File: src/design/assert_macros.svh
// Assertion macros for the timed event queue, included by the top module.
`ifndef ASSERT_MACROS_SVH
`define ASSERT_MACROS_SVH
`ifndef SYNTHESIS
`define TEVQ_ASSERT(lbl, cond, msg) \
	lbl: assert property (@(posedge clk) disable iff (!arst_n) (cond)) else $error(msg);
`define TEVQ_ASSERT_IMPL(lbl, pre, post, msg) \
	lbl: assert property (@(posedge clk) disable iff (!arst_n) (pre) |-> (post)) else $error(msg);
`define TEVQ_ASSERT_NEXT(lbl, pre, post, msg) \
	lbl: assert property (@(posedge clk) disable iff (!arst_n) (pre) |=> (post)) else $error(msg);
`else
`define TEVQ_ASSERT(lbl, cond, msg)
`define TEVQ_ASSERT_IMPL(lbl, pre, post, msg)
`define TEVQ_ASSERT_NEXT(lbl, pre, post, msg)
`endif
`endif

File: src/design/tevq_pkg.sv
// Types and constants for the timed event queue.
`timescale 1ns / 1ps
package tevq_pkg;
	localparam int QUEUE_DEPTH_DEF = 64;
	localparam int TIME_W = 32;
	localparam int HANDLE_W = 16;
	localparam int FUNC_W = 2;
	localparam int STATUS_W = 2;
	localparam int IN_DATA_W = 80;
	localparam int OUT_DATA_W = 24;

	typedef enum logic [FUNC_W-1:0] {
		FUNC_ADD = 2'd0,
		FUNC_POLL = 2'd1,
		FUNC_FINISH = 2'd2
	} tevq_func_t;

	typedef enum logic [STATUS_W-1:0] {
		ST_OK = 2'd0,
		ST_NONE = 2'd1,
		ST_FULL = 2'd2
	} tevq_status_t;

	typedef struct packed {
		logic [TIME_W-1:0] ev_time;
		logic [HANDLE_W-1:0] handle;
	} tevq_entry_t;

	typedef struct packed {
		logic ins;
		logic pop;
		tevq_entry_t entry;
	} tevq_cmd_t;
endpackage

File: src/design/tevq_cell.sv
// One slot of the sorted event chain, shifting toward its neighbors on insert and pop.
`timescale 1ns / 1ps
module tevq_cell
	import tevq_pkg::*;
#(
	parameter int IDX = 0,
	parameter int CNT_W = 7
) (
	input logic clk,
	input logic [CNT_W-1:0] count,
	input tevq_cmd_t cmd,
	input tevq_entry_t left_entry,
	input logic left_gt,
	input tevq_entry_t right_entry,
	output tevq_entry_t cur_entry,
	output logic gt
);
	tevq_entry_t entry_q;
	logic occupied;
	logic at_tail;

	assign occupied = CNT_W'(IDX) < count;
	assign at_tail = CNT_W'(IDX) == count;
	assign gt = occupied && (entry_q.ev_time > cmd.entry.ev_time);
	assign cur_entry = entry_q;

	always_ff @(posedge clk) begin
		if (cmd.ins) begin
			if (left_gt) begin
				entry_q <= left_entry;
			end else if (gt || at_tail) begin
				entry_q <= cmd.entry;
			end
		end else if (cmd.pop) begin
			entry_q <= right_entry;
		end
	end
endmodule

File: config.mk
export PLATFORM = sky130hd
export DESIGN_NAME = tevq_cell
export DESIGN_NICKNAME = d
export VERILOG_FILES = /design/src/design/assert_macros.svh /design/src/design/tevq_pkg.sv /design/src/design/tevq_cell.sv
export SDC_FILE = /design/constraint.sdc
export NUM_CORES = 1
export LEC_CHECK = 0
export ABC_AREA = 1
export BUFFER_PORTS_ARGS = -buffer_cell sky130_fd_sc_hd__buf_2
export CAP_MARGIN = 20
export CORE_MARGIN = 5
export CORE_UTILIZATION = 41
export CTS_CLUSTER_DIAMETER = 40
export CTS_CLUSTER_SIZE = 28
export DETAILED_ROUTE_END_ITERATION = 10
export PLACE_DENSITY = 0.79
export SKIP_LAST_GASP = 1
export SYNTH_ARGS = -nofsm -noshare
export SYNTH_HDL_FRONTEND = slang
export SYNTH_SLANG_ARGS = --single-unit
File: constraint.sdc
create_clock -name clk -period 3.37 [get_ports clk]
set_clock_uncertainty 0.1 [all_clocks]
set_input_delay 0 -clock clk [delete_from_list [all_inputs] [get_ports clk]]
set_output_delay 0 -clock clk [all_outputs]
set_load 0.05 [all_outputs]
# After elaboration in Yosys (flattened, before gate mapping)
# Index checks and enable logic that the tools add are counted.
totals:
  regBits: 48
  out_inout_bits: 49
op_classes:
  magnitude_cmp: 2
  eq_ne: 1
  mux: 4
  reduce_logical: 5
ops:
  columns: ["cell", "count"]
  rows:
  - ["48-bit two-way mux", 4]
  - ["32-bit greater-than comparator", 1]
  - ["7-bit zero test", 1]
  - ["1-bit by 7-bit less-than comparator with 1-bit output (first input constant)", 1]
  - ["3-bit by 1-bit != test with 1-bit output (second input constant)", 1]
  - ["2-bit AND reduction", 1]
  - ["2-bit nonzero test", 1]
  - ["1-bit logical AND", 1]
  - ["1-bit logical OR", 1]

# Depth between registers and ports, before layout
logic_depth:
  depth_word: 6
  ltp_mapped: 15
  ltp_nobuf: 15

# Worst setup path before layout
# No wires, ideal clock.
synth_path:
  path_type: "reg2reg"
  from: "register entry_q, in the netlist cur_entry[47]"
  to: "register entry_q, in the netlist cur_entry[0], enable pin"
  arrival_ns: 2.945
  required_ns: 2.848
  slack_ns: -0.097
  path_stages_with_launch: 10
  path_buffers: 0
  cell_sequence: "edfxtp_1 > ha_1 > nand2_1 > nor2_2 > nand2_1 > nor2_1 > nand2_1 > nand2_1 > nand2_1 > a21oi_2"
synth_via:
  elab_chain_len: 5
synth_rtl:
  columns: ["element", "line_no", "rtl"]
  rows:
  - ["start: declaration", "tevq_cell.sv:18", "tevq_entry_t entry_q;"]
  - ["start signal: assignment", "tevq_cell.sv:30", "entry_q <= left_entry;"]
  - ["start signal: assignment", "tevq_cell.sv:32", "entry_q <= cmd.entry;"]
  - ["start signal: assignment", "tevq_cell.sv:35", "entry_q <= right_entry;"]
  - ["32-bit greater-than comparator", "tevq_cell.sv:24", "assign gt = occupied && (entry_q.ev_time > cmd.entry.ev_time);"]
  - ["1-bit logical AND", "tevq_cell.sv:24", null]
  - ["1-bit logical OR", "tevq_cell.sv:31", "end else if (gt || at_tail) begin"]
  - ["3-bit by 1-bit != test with 1-bit output (no line)", null, null]
  - ["2-bit AND reduction (no line)", null, null]
# No other way between the ends.
# A chain may end at the register's enable or synchronous reset.

# Worst setup path in the final report
layout_path:
  from: "register entry_q, in the netlist cur_entry[23]"
  to: "register entry_q, in the netlist cur_entry[9], enable pin"
# Same word-level chain as after synthesis.

==> qor.yml <==
cts:
  insertion_delay_ps: 300
  ctsRootBufferMaster: "clkbuf_8"
  cts_tree: "yes"
  clock_path_buffers: 2
  cts_resized: 0
  h-tree-depth: 2
  path_clk_slew_ps: 90
  numCtsBuffers: 5
  postCtsSetupRepairBufs: 0
  cts_sinks: 48
floorplanning:
  start_util_pct: 41.4
  pin_count: 204
  design.core.area_um2: 8590
  die_h_um: 103
  die_w_um: 103
  std_cell_rows: 34
  die_area_um2: 10600
logic_synthesis:
  synth_top_cells_by_count: "nand2_1, o21ai_0, edfxtp_1"
  synth_async_sr_flop_share_pct: 0
  synth_top_area_cell: "edfxtp_1"
  seq_area_frac_synth_pct: 40.5
  synthFlopType: "edfxtp_1"
  syn_nets: 601
  synth_top_area_share_pct: 40.5
  synth.distinct_cells: 24
  ys_ff_latch: 48
  synthTopCellsByArea: "edfxtp_1, ha_1, o21ai_0, nand2_1, nor2_4"
  synth_edf_count: 48
  synthCells: 414
  yosysMostFrequentCell: "nand2_1"
  syn_avg_cell_area_um2: 8.59
  ys.warnings.count: 0
  synth_area_um2: 3550
final_layout:
  num_antenna_cells: 0
  area_growth_pct: 56.9
  fillers: 703
  fin_nets: 884
  final_area_um2: 5580
  largest_reg_flops: 48
  drive_gt1_share_pct: 37.0
worst_setup_path:
  cp_common_cell: "nand2_1"
  r2r_end: "cur_entry[9]"
  reg2reg_from: "cur_entry[23]"
  cpLargestDelayFamily: "simple AND/OR/NAND/NOR gates"
  r2r_slack_ps: 870
  path_cells: "ha_1 -> nand2_1 -> nor2_1 -> nand2_1 -> nand2_1 -> nand2_1 -> nand2_1 -> nand2_1 -> nand2_1 -> nand2_1 -> a21oi_4 -> buf_4"
  worstSetupStartpointType: "flop"
  slowest_stage: "buf_4"
  path_buf_inv: 1
  criticalPathCategory: "reg2reg"
  cpPeakStageDelay_ps: 520
  path_max_fanout: 48
  cp-end-kind: "flop"
  r2r_cells: 12
  required_ps: 3200
  critPathArrivalTime_ps: 2330
pwr:
  pwr-share-clk_pct: 16.6
  p_seq_share_pct: 40.3
  p_switching_uw: 737
  sw_frac_of_total_pct: 38.2
  p_total_mw: 1.93
  leakagePower_nw: 2.71
  ir_drop_mv: 0.182
  p_int_mw: 1.19
  p_comb_share_pct: 43.1
  pwr_density_cell_nw_per_um2: 346
timing:
  fmax_mhz: 400
  tightest_slew_ps: 903
  setup_viol: 0
  fin_crit_sh_pct: 74.1
  fin_setup_tns_ps: 0
  maxSlewViolCount: 0
  fin_crit_ps: 2500
  rsz0062_at_grt: "no"
  hold_ws_ps: 18.2
  finalWorstSetupSlack_ps: 873
  timing.slew.headroom_pct: 39.8
  hold_viol: 0
grt:
  track_usage_pct: 21.9
  antenna_found_initial: 0
  grt_pass1_wl_mm: 18.3
  grt_max_degree: 51
  grt_pass1_vias: 4145
  overflow: 0
hold_path:
  min_from: "left_entry[25]"
  hold_path.class: "in2reg"
  hold_end: "cur_entry[25]"
  hold_depth: 3
route:
  via_count: 4006
  drc: 0
  routed_wirelength_mm: 12.0
  first_pass_iters: 5
  wl_per_cell_um: 15.0
  drt-initial-drc-count: 160
  vias_per_cell: 4.98
  ant_nets: 0
placement:
  placed_area_um2: 4600
  gp_congestion: 0.829
  place_ws_ps: 845
  io_buffers: 203
  hpwl_mm: 8.01
flow_run:
  cap_violations: 0
status:
  outcome: "finished, final reports clean"
==> final cells by class <==
type / instances / area [um^2] / area share, %
multi-input cells: 303 / 1820 / 32.7
flip-flops and latches: 48 / 1440 / 25.8
clock inverters: 2 / 7.51 / 0.135
inverters: 43 / 164 / 2.94
clock buffers: 5 / 68.8 / 1.23
well taps: 108 / 135 / 2.42
repair buffers: 296 / 1940 / 34.8
==> timing repair <==
item | in CTS | in global routing
hold endpoints to repair | 48 | 0
hold buffers | 90 | 0
endpoints found under the setup margin | 0 | 0
==> layer usage <==
layer / GRT usage, % / wire length [um] / up-vias
met1: 23.4 / 4340 / 1849
met4: 8.17 / 303 / 0
met3: 4.80 / 1040 / 27
li1: - / - / 1952
met5: 0 / 0 / -
met2: 41.5 / 6350 / 178
==> kinds of logic after synthesis <==
group / count (synthesis) / synth area share, %
simple gates: 156 / 21.2
buf+inv: 63 / 8.41
fa+ha+maj: 32 / 11.3
compound gates: 115 / 18.6
flops: 48 / 40.5
==> placed cells by master, fill, tap and decap left out, types with 14 or more instances in the layout <==
master         Yosys  final
a21oi_1           14     14
buf_2              4    203
dlygate4sd3_1      0     90
edfxtp_1          48     48
ha_1              32     32
inv_1             39     39
nand2_1           87     87
nor2_1            40     40
nor2_4            20     20
o21ai_0           78     78
o21ai_2           20     20
==> tightest hold or removal path: stages <==
cell and delay [ps]:
buf_2 80, nor2_1 30, o21ai_0 180
==> power groups by stage <==
stage,Sequential (mW),Combinational (mW),Clock [mW]
final,0.778,0.830,0.319
after global routing,0.785,0.897,0.351
after CTS,0.778,0.827,0.335
after detailed placement,0.791,0.721,0
after global placement,0.785,0.706,0
after floorplan,1.02,0.257,0
==> worst max path at each step <==
stage                              from            end  slack [ps]  cells after the start
after floorplan           cur_entry[47]   cur_entry[0]         460                      9
after global placement    cur_entry[39]  cur_entry[13]         950                     10
after detailed placement  cur_entry[22]  cur_entry[13]         840                     12
after CTS                 cur_entry[22]  cur_entry[40]         830                     12
after global routing      cur_entry[47]   cur_entry[6]         630                     10
final                     cur_entry[23]   cur_entry[9]         870                     12
==> through the flow <==
| step | std cells | utilization [%] |
|---|---|---|
| floorplan | 414 | - |
| global placement | 708 | 53.5 |
| detailed placement | 708 | 53.5 |
| CTS | 805 | 64.9 |
| global route | 805 | 64.9 |
| finish | 805 | 64.9 |
Note: power is estimated with default switching activity, not from simulation.
